--- src/design/lpr_pkg.sv ---
// Shared constants and types for the LRU stack page replacement block.
package lpr_pkg;

  // Stack size and page number width.
  localparam int MAX_FRAMES = 16;
  localparam int PAGE_BITS  = 16;

  // Field widths; the depth and index widths are derived from the stack size.
  localparam int CFG_W   = 5;
  localparam int FAULT_W = 32;
  localparam int DEPTH_W = $clog2(MAX_FRAMES + 1);
  localparam int IDX_W   = (MAX_FRAMES > 1) ? $clog2(MAX_FRAMES) : 1;

  // Reset value of the frame count register.
  localparam logic [CFG_W-1:0] FRAMES_RESET = CFG_W'(16);

  // One stack entry: a valid bit and a page number.
  typedef struct packed {
    logic                 valid;
    logic [PAGE_BITS-1:0] page;
  } entry_t;

  // Lookup outcome handed from the stack to the top level.
  typedef struct packed {
    logic                 hit;
    logic                 evict_valid;
    logic [PAGE_BITS-1:0] evict_page;
  } lookup_t;

endpackage

--- src/design/lpr_cell.sv ---
// One LRU stack cell: holds one entry, compares it and takes its upper neighbor's entry.
module lpr_cell import lpr_pkg::*; (
  input  logic                 clk_i,
  input  logic                 rst_ni,
  input  logic                 step_i,
  input  logic                 active_i,
  input  logic [PAGE_BITS-1:0] ref_page_i,
  input  logic                 found_i,
  input  entry_t               prev_i,
  output logic                 found_o,
  output entry_t               entry_o
);

  logic                 valid_q;
  logic [PAGE_BITS-1:0] page_q;
  logic                 match;
  logic                 load;

  // A cell matches when it is active, valid and holds the referenced page.
  assign match   = active_i & valid_q & (page_q == ref_page_i);
  assign found_o = found_i | match;

  // Cells at or above the matching place shift down; on a miss all active cells shift.
  assign load          = step_i & active_i & ~found_i;
  assign entry_o.valid = valid_q;
  assign entry_o.page  = page_q;

  // The valid bit is cleared at reset.
  always_ff @(posedge clk_i or negedge rst_ni) begin
    if (!rst_ni) begin
      valid_q <= 1'b0;
    end else if (load) begin
      valid_q <= prev_i.valid;
    end
  end

  // The page number needs no reset.
  always_ff @(posedge clk_i) begin
    if (load) begin
      page_q <= prev_i.page;
    end
  end

endmodule

--- src/design/lpr_stack.sv ---
// Chain of LRU cells with the hit search and the bottom-entry pick for eviction.
module lpr_stack import lpr_pkg::*; (
  input  logic                 clk_i,
  input  logic                 rst_ni,
  input  logic                 step_i,
  input  logic [DEPTH_W-1:0]   depth_i,
  input  logic [PAGE_BITS-1:0] ref_page_i,
  output lookup_t              lookup_o
);

  entry_t               ent [MAX_FRAMES];
  entry_t               top_entry;
  entry_t               bottom;
  logic [MAX_FRAMES:0]  found;
  logic [IDX_W-1:0]     bottom_idx;

  // The top cell takes the referenced page as its neighbor's entry.
  assign top_entry.valid = 1'b1;
  assign top_entry.page  = ref_page_i;
  assign found[0]        = 1'b0;

  // Row of identical cells; each sees its upper neighbor and the running match flag.
  for (genvar i = 0; i < MAX_FRAMES; i++) begin : g_cell
    localparam logic [DEPTH_W-1:0] Pos = DEPTH_W'(i);
    entry_t prev;
    logic   active;

    assign active = (Pos < depth_i);
    if (i == 0) begin : g_top
      assign prev = top_entry;
    end else begin : g_rest
      assign prev = ent[i-1];
    end

    lpr_cell u_cell (
      .clk_i      (clk_i),
      .rst_ni     (rst_ni),
      .step_i     (step_i),
      .active_i   (active),
      .ref_page_i (ref_page_i),
      .found_i    (found[i]),
      .prev_i     (prev),
      .found_o    (found[i+1]),
      .entry_o    (ent[i])
    );
  end

  // The bottom active entry is the one that leaves on a miss.
  assign bottom_idx = IDX_W'(depth_i - DEPTH_W'(1));
  assign bottom     = ent[bottom_idx];

  assign lookup_o.hit         = found[MAX_FRAMES];
  assign lookup_o.evict_valid = ~found[MAX_FRAMES] & bottom.valid;
  assign lookup_o.evict_page  = (~found[MAX_FRAMES] & bottom.valid) ? bottom.page : '0;

endmodule

--- src/design/lru_page_replacement.sv ---
// Top level of the LRU stack page replacement block.
//
//   Channel   Direction  Handshake                 Payload
//   -------   ---------  ------------------------  ------------------------------------
//   in        input      in_valid_i / in_ready_o   page_number_i
//   out       output     out_valid_o / out_ready_i hit_o, evicted_valid_o, evicted_page_o,
//                                                  fault_count_o
//   cfg       input      cfg_we_i (no wait)        cfg_wdata_i (frames in use)
//
// One request is taken per cycle unless a result is stalled; it appears in the output
// register on the next cycle; the combinational cell-row compare and shift sets this rate.
// Reset empties the stack, clears the fault count and sets the frame count to 16.
// While a result waits and out_ready_i is low, in_ready_o is low and nothing moves.
module lru_page_replacement import lpr_pkg::*; (
  input  logic                 clk_i,
  input  logic                 rst_ni,
  input  logic                 in_valid_i,
  output logic                 in_ready_o,
  input  logic [PAGE_BITS-1:0] page_number_i,
  output logic                 out_valid_o,
  input  logic                 out_ready_i,
  output logic                 hit_o,
  output logic                 evicted_valid_o,
  output logic [PAGE_BITS-1:0] evicted_page_o,
  output logic [FAULT_W-1:0]   fault_count_o,
  input  logic                 cfg_we_i,
  input  logic [CFG_W-1:0]     cfg_wdata_i
);

  logic [CFG_W-1:0]   frames_q;
  logic [DEPTH_W-1:0] depth;
  logic [FAULT_W-1:0] fault_q;
  logic [FAULT_W-1:0] fault_d;
  logic               out_valid_q;
  logic               step;
  lookup_t            lookup;

  // Frame count register.
  always_ff @(posedge clk_i or negedge rst_ni) begin
    if (!rst_ni) begin
      frames_q <= FRAMES_RESET;
    end else if (cfg_we_i) begin
      frames_q <= cfg_wdata_i;
    end
  end

  // Clamp the frame count to one through the stack size.
  always_comb begin
    priority if (frames_q == '0) begin
      depth = DEPTH_W'(1);
    end else if (32'(frames_q) > 32'(MAX_FRAMES)) begin
      depth = DEPTH_W'(MAX_FRAMES);
    end else begin
      depth = DEPTH_W'(frames_q);
    end
  end

  // A request enters when the output register is free or being emptied.
  assign in_ready_o = ~out_valid_q | out_ready_i;
  assign step       = in_valid_i & in_ready_o;

  lpr_stack u_stack (
    .clk_i      (clk_i),
    .rst_ni     (rst_ni),
    .step_i     (step),
    .depth_i    (depth),
    .ref_page_i (page_number_i),
    .lookup_o   (lookup)
  );

  // Saturating fault counter.
  assign fault_d = (!lookup.hit && fault_q != '1) ? fault_q + FAULT_W'(1) : fault_q;

  always_ff @(posedge clk_i or negedge rst_ni) begin
    if (!rst_ni) begin
      fault_q     <= '0;
      out_valid_q <= 1'b0;
    end else begin
      if (step) begin
        fault_q <= fault_d;
      end
      if (step) begin
        out_valid_q <= 1'b1;
      end else if (out_ready_i) begin
        out_valid_q <= 1'b0;
      end
    end
  end

  // Result register.
  always_ff @(posedge clk_i) begin
    if (step) begin
      hit_o           <= lookup.hit;
      evicted_valid_o <= lookup.evict_valid;
      evicted_page_o  <= lookup.evict_page;
      fault_count_o   <= fault_d;
    end
  end

  assign out_valid_o = out_valid_q;

endmodule

--- config.mk ---
export PLATFORM = sky130hd
export DESIGN_NAME = lru_page_replacement
export DESIGN_NICKNAME = d
export VERILOG_FILES = /design/src/design/lpr_pkg.sv /design/src/design/lpr_cell.sv /design/src/design/lpr_stack.sv /design/src/design/lru_page_replacement.sv
export SDC_FILE = /design/constraint.sdc
export NUM_CORES = 1
export LEC_CHECK = 0
export BUFFER_PORTS_ARGS = -buffer_cell sky130_fd_sc_hd__buf_2
export CAP_MARGIN = 20
export CORE_MARGIN = 2
export CORE_UTILIZATION = 56
export DETAILED_ROUTE_END_ITERATION = 7
export PLACE_DENSITY_LB_ADDON = 0.08
export SLEW_MARGIN = 20
export SYNTH_ARGS = -nofsm -noshare
export SYNTH_HDL_FRONTEND = slang
export SYNTH_SLANG_ARGS = --single-unit
--- constraint.sdc ---
create_clock -name clk_i -period 4.5 [get_ports clk_i]
set_input_delay 0.45 -clock clk_i [delete_from_list [all_inputs] [get_ports clk_i]]
set_output_delay 0.45 -clock clk_i [all_outputs]
set_load 0.005 [all_outputs]
==> flow_summary_export.csv <==
group,metric,value,unit
run_status,outcome,"finished, final reports clean",
timing,max_freq,0.264,GHz
clock_tree,root_buffer,"clkbuf_16",
power,total_power,0.00939,W
clock_tree,clock_path_buffers,3,
critical_path,timing.rr.end,"evicted_page_o[9]$_SDFFCE_PN0P_",
hold_path,hp-class,"input port to asynchronous set/reset pin",
critical_path,cp.required,4.89,ns
floorplan,rows,66,
power,seq_power_share,45.5,%
timing,fin_skew,0.0225,ns
critical_path,critical_path_peak_fanout,19,
clock_tree,postCtsHoldBufs,0,
power,swShare,27.3,%
critical_path,criticalPathCategory,"flip-flop to flip-flop",
timing,period_needed,3.79,ns
placed_design,io_buffers,77,
final_layout,stdcell_area,20900,µm²
timing,relSlewSlack,22.1,%
yosys,synth-async-reset-ratio,15.0,%
power,p_leak,7.11,nW
timing,timing.hold.ws,0.0534,ns
timing,finalHoldViolCount,0,
power,p_clk_share,36.2,%
global_route,grt_usage,32.1,%
routing,vias_per_cell,6.36,
placed_design,routabilityCongestion,1.07,
power,power.density,450,nW/µm²
run,max_cap_viol_count,0,
critical_path,cp.buffers_inverters,1,
yosys,yosys.area_share.adder,0.135,%
yosys,muxShareOfSynthArea,11.7,%
clock_tree,clk_pin_slew,0.06,ns
floorplan,fp.dieH,186,µm
global_route,grt.met3_usage,5.67,%
routing,drc_errors,0,
critical_path,cp_top_family,"simple AND/OR/NAND/NOR gates",
yosys,ys_ff_latch,360,
critical_path,crit_chain,"or2_2, o21ai_0, nor4_1, nand4_1, or4b_4, nor4_4, nor3b_4, buf_4, and2_1",
critical_path,arrival,4.18,ns
clock_tree,htreeDepth,2,
clock_tree,numCtsBuffers,40,
global_route,grt_use_met1,45.0,%
power,combPwrFrac,18.3,%
yosys,synth_area_leaders,"edfxtp_1 50%, mux4_2 10%, xnor2_1 9.7%, dfrtp_1 7.2%, xor2_1 5.4%",
timing,tightest_slew,1.16,ns
yosys,synth_top_area_cell,"edfxtp_1",
floorplan,die_area,34500,µm²
floorplan,ios,78,
critical_path,startpoint_type,"flip-flop",
yosys,synth-seq-area-share,57.0,%
yosys,synthXorXnorAreaFrac,15.2,%
critical_path,max_stage_delay,0.99,ns
floorplan,fp.dieW,186,µm
critical_path,worstRegToRegCells,9,
timing,finalSetupViolCount,0,
power,peakVddDrop,0.387,mV
timing,fin_crit_sh,84.1,%
routing,wirelength,54000,µm
global_route,overflow,0,
critical_path,r2r_slack,0.71,ns
yosys,synth_cell_types,59,
critical_path,crit_slowest_cell,"nor4_4",
final_layout,final_nets,1430,
timing,slew_violations,0,
final_layout,area_growth_syn_to_layout,12.9,%
yosys,synthSimpleGateAreaFrac,12.7,%
critical_path,timing.rr.start,"frames_q[1]$_DFFE_PN0P_",
yosys,synthesis.area,18500,µm²
clock_tree,cts-resized-gates,0,
clock_tree,clk_latency,0.54,ns
global_route,grt_max_degree,67,
yosys,netlist.area_leader.share,49.7,%
yosys,synth_top_family_by_area,"XOR/XNOR gates",
critical_path,end_kind,"flip-flop",
yosys,synth_compound_area_share,1.25,%
routing,ant_nets,0,
clock_tree,cts.sink_count,360,
routing,drtIter0Drc,1359,
global_route,grt_busiest_layer,"met2",
yosys,synthesis.nets,1332,
global_route,grt_first_pass_wirelength,78200,µm
placed_design,hpwl,41500,µm
yosys,yosys_warnings,0,
global_route,first_global_vias,11500,
floorplan,core,32500,µm²
floorplan,start_util,56.8,%
global_route,grtUsageMet2,51.2,%
clock_tree,post-cts-setup-buffers,0,
power,power.switching,0.00257,W
timing,rsz0062_at_grt,"false",
global_route,antenna_found_initial,2,
placed_design,dpl_cell_area,19500,µm²
clock_tree,cts_tree,"done",
yosys,synth_ff_type,"edfxtp_1",
yosys,syn-instance-count,1304,
routing,vias,11900,
routing,dr.pass1.iters,8,
routing,wl_per_cell,28.8,µm
yosys,synth-edff-count,306,
timing,finalSetupTns,0,ns
final_layout,drive_gt1_share,22.5,%
power,p_int,0.00682,W
yosys,syn_area_per_cell,14.2,µm²
==> metal layers <==
metal,wire length (µm),part of all wire [%],up-vias
li1,-,-,5178
met1,22100,41,6056
met4,1900,3.5,0
met2,25700,48,602
met3,4270,7.9,104
met5,0,0,-
==> kinds of logic (layout without fill, tap and decap cells) <==
group,after synthesis,in the layout
XOR/XNOR,320,320
AO/OA/AOI/OAI,31,31
AND/OR/NAND/NOR,407,407
other,0,1
flip-flops,360,360
buffers and inverters,76,206
multiplexers,108,108
adder cells (fa/ha/maj),2,2
==> flip-flops by register name, indices dropped and copies added, names as in the netlist <==
| signal | cells |
|---|---|
| fault_count_o | 32 |
| hit_o | 1 |
| u_stack.g_cell.u_cell.valid_q | 16 |
| fault_q | 32 |
| out_valid_o | 1 |
| evicted_valid_o | 1 |
| evicted_page_o | 16 |
| u_stack.g_cell.u_cell.page_q | 256 |
| frames_q | 5 |
==> placed cells by master (no fill, tap or decap), types with 42 or more instances in the layout <==
master,netlist,routed
buf_4,17,45
nand2_1,67,67
nand4_1,74,74
buf_2,20,77
nand3_1,49,49
clkbuf_16,0,42
dfrtp_1,53,53
mux4_2,84,84
xnor2_1,205,204
edfxtp_1,306,306
xor2_1,115,115
==> cell usage after synthesis, types with 3 or more instances <==
master / instances
clkbuf_1: 21
buf_4: 17
or3b_2: 5
a21o_1: 4
dfrtp_1: 53
nand3b_1: 7
xor2_1: 115
or2_2: 3
a21oi_1: 5
or3_1: 4
nor2_1: 24
nor3_1: 39
o21ai_0: 3
nand4b_1: 5
xnor2_1: 205
nor4_1: 42
edfxtp_1: 306
nand3_1: 49
inv_1: 9
and3_1: 16
and2_1: 29
mux2_2: 23
mux4_2: 84
nor3b_1: 3
nor2b_1: 3
and4_1: 7
nand2_1: 67
nor4b_1: 5
a22oi_1: 4
buf_2: 20
nand4_1: 74
buf_1: 8
nand2b_1: 8
or4_1: 8
==> worst reg2reg max path: stages, from the launching register on <==
cell,delay [ns]
dfrtp_1,0.52
or2_2,0.40
o21ai_0,0.29
nor4_1,0.08
nand4_1,0.14
or4b_4,0.50
nor4_4,0.99
nor3b_4,0.32
buf_4,0.24
and2_1,0.17
==> how the worst max path moves through the flow <==
stage                                  from                               end  cells after the start
global route        frames_q[2]$_DFFE_PN0P_  evicted_page_o[14]$_SDFFCE_PN0P_                      9
CTS                 frames_q[2]$_DFFE_PN0P_  evicted_page_o[14]$_SDFFCE_PN0P_                      9
detailed placement         page_number_i[6]   evicted_page_o[9]$_SDFFCE_PN0P_                     10
finish              frames_q[1]$_DFFE_PN0P_   evicted_page_o[9]$_SDFFCE_PN0P_                      9
floorplan           frames_q[4]$_DFFE_PN1P_  evicted_page_o[15]$_SDFFCE_PN0P_                     12
global placement           page_number_i[0]  evicted_page_o[11]$_SDFFCE_PN0P_                     10
==> power groups by stage <==
| stage | sequential [W] | clock (W) | combinational (W) |
|---|---|---|---|
| 6_report | 0.00427 | 0.00340 | 0.00172 |
| 3_3_place_gp | 0.00432 | 0 | 0.00170 |
| 3_5_place_dp | 0.00432 | 0 | 0.00170 |
| 4_1_cts | 0.00425 | 0.00346 | 0.00172 |
| 2_1_floorplan | 0.00421 | 0 | 0.00117 |
| 5_1_grt | 0.00429 | 0.00359 | 0.00183 |
==> layout make-up <==
class	count	area [µm²]
inverter	9	33.8
antenna	1	2.50
tap	442	553
sequential	360	10500
multi-input combinational	868	7620
clock buffer	52	1120
clock inverter	22	262
timing repair buffer	123	743
fill	2500	11700
==> per-stage QoR <==
stage / util, % / setup slack, ns / std cells
2_1_floorplan: - / 0.180 / 1304
3_3_place_gp: 59.9 / 0.704 / 1802
3_5_place_dp: 59.9 / 0.649 / 1802
4_1_cts: 64.1 / 0.677 / 1876
5_1_grt: 64.2 / 0.522 / 1876
6_report: 64.2 / 0.714 / 1877
Power figures use the tool's default switching activity.
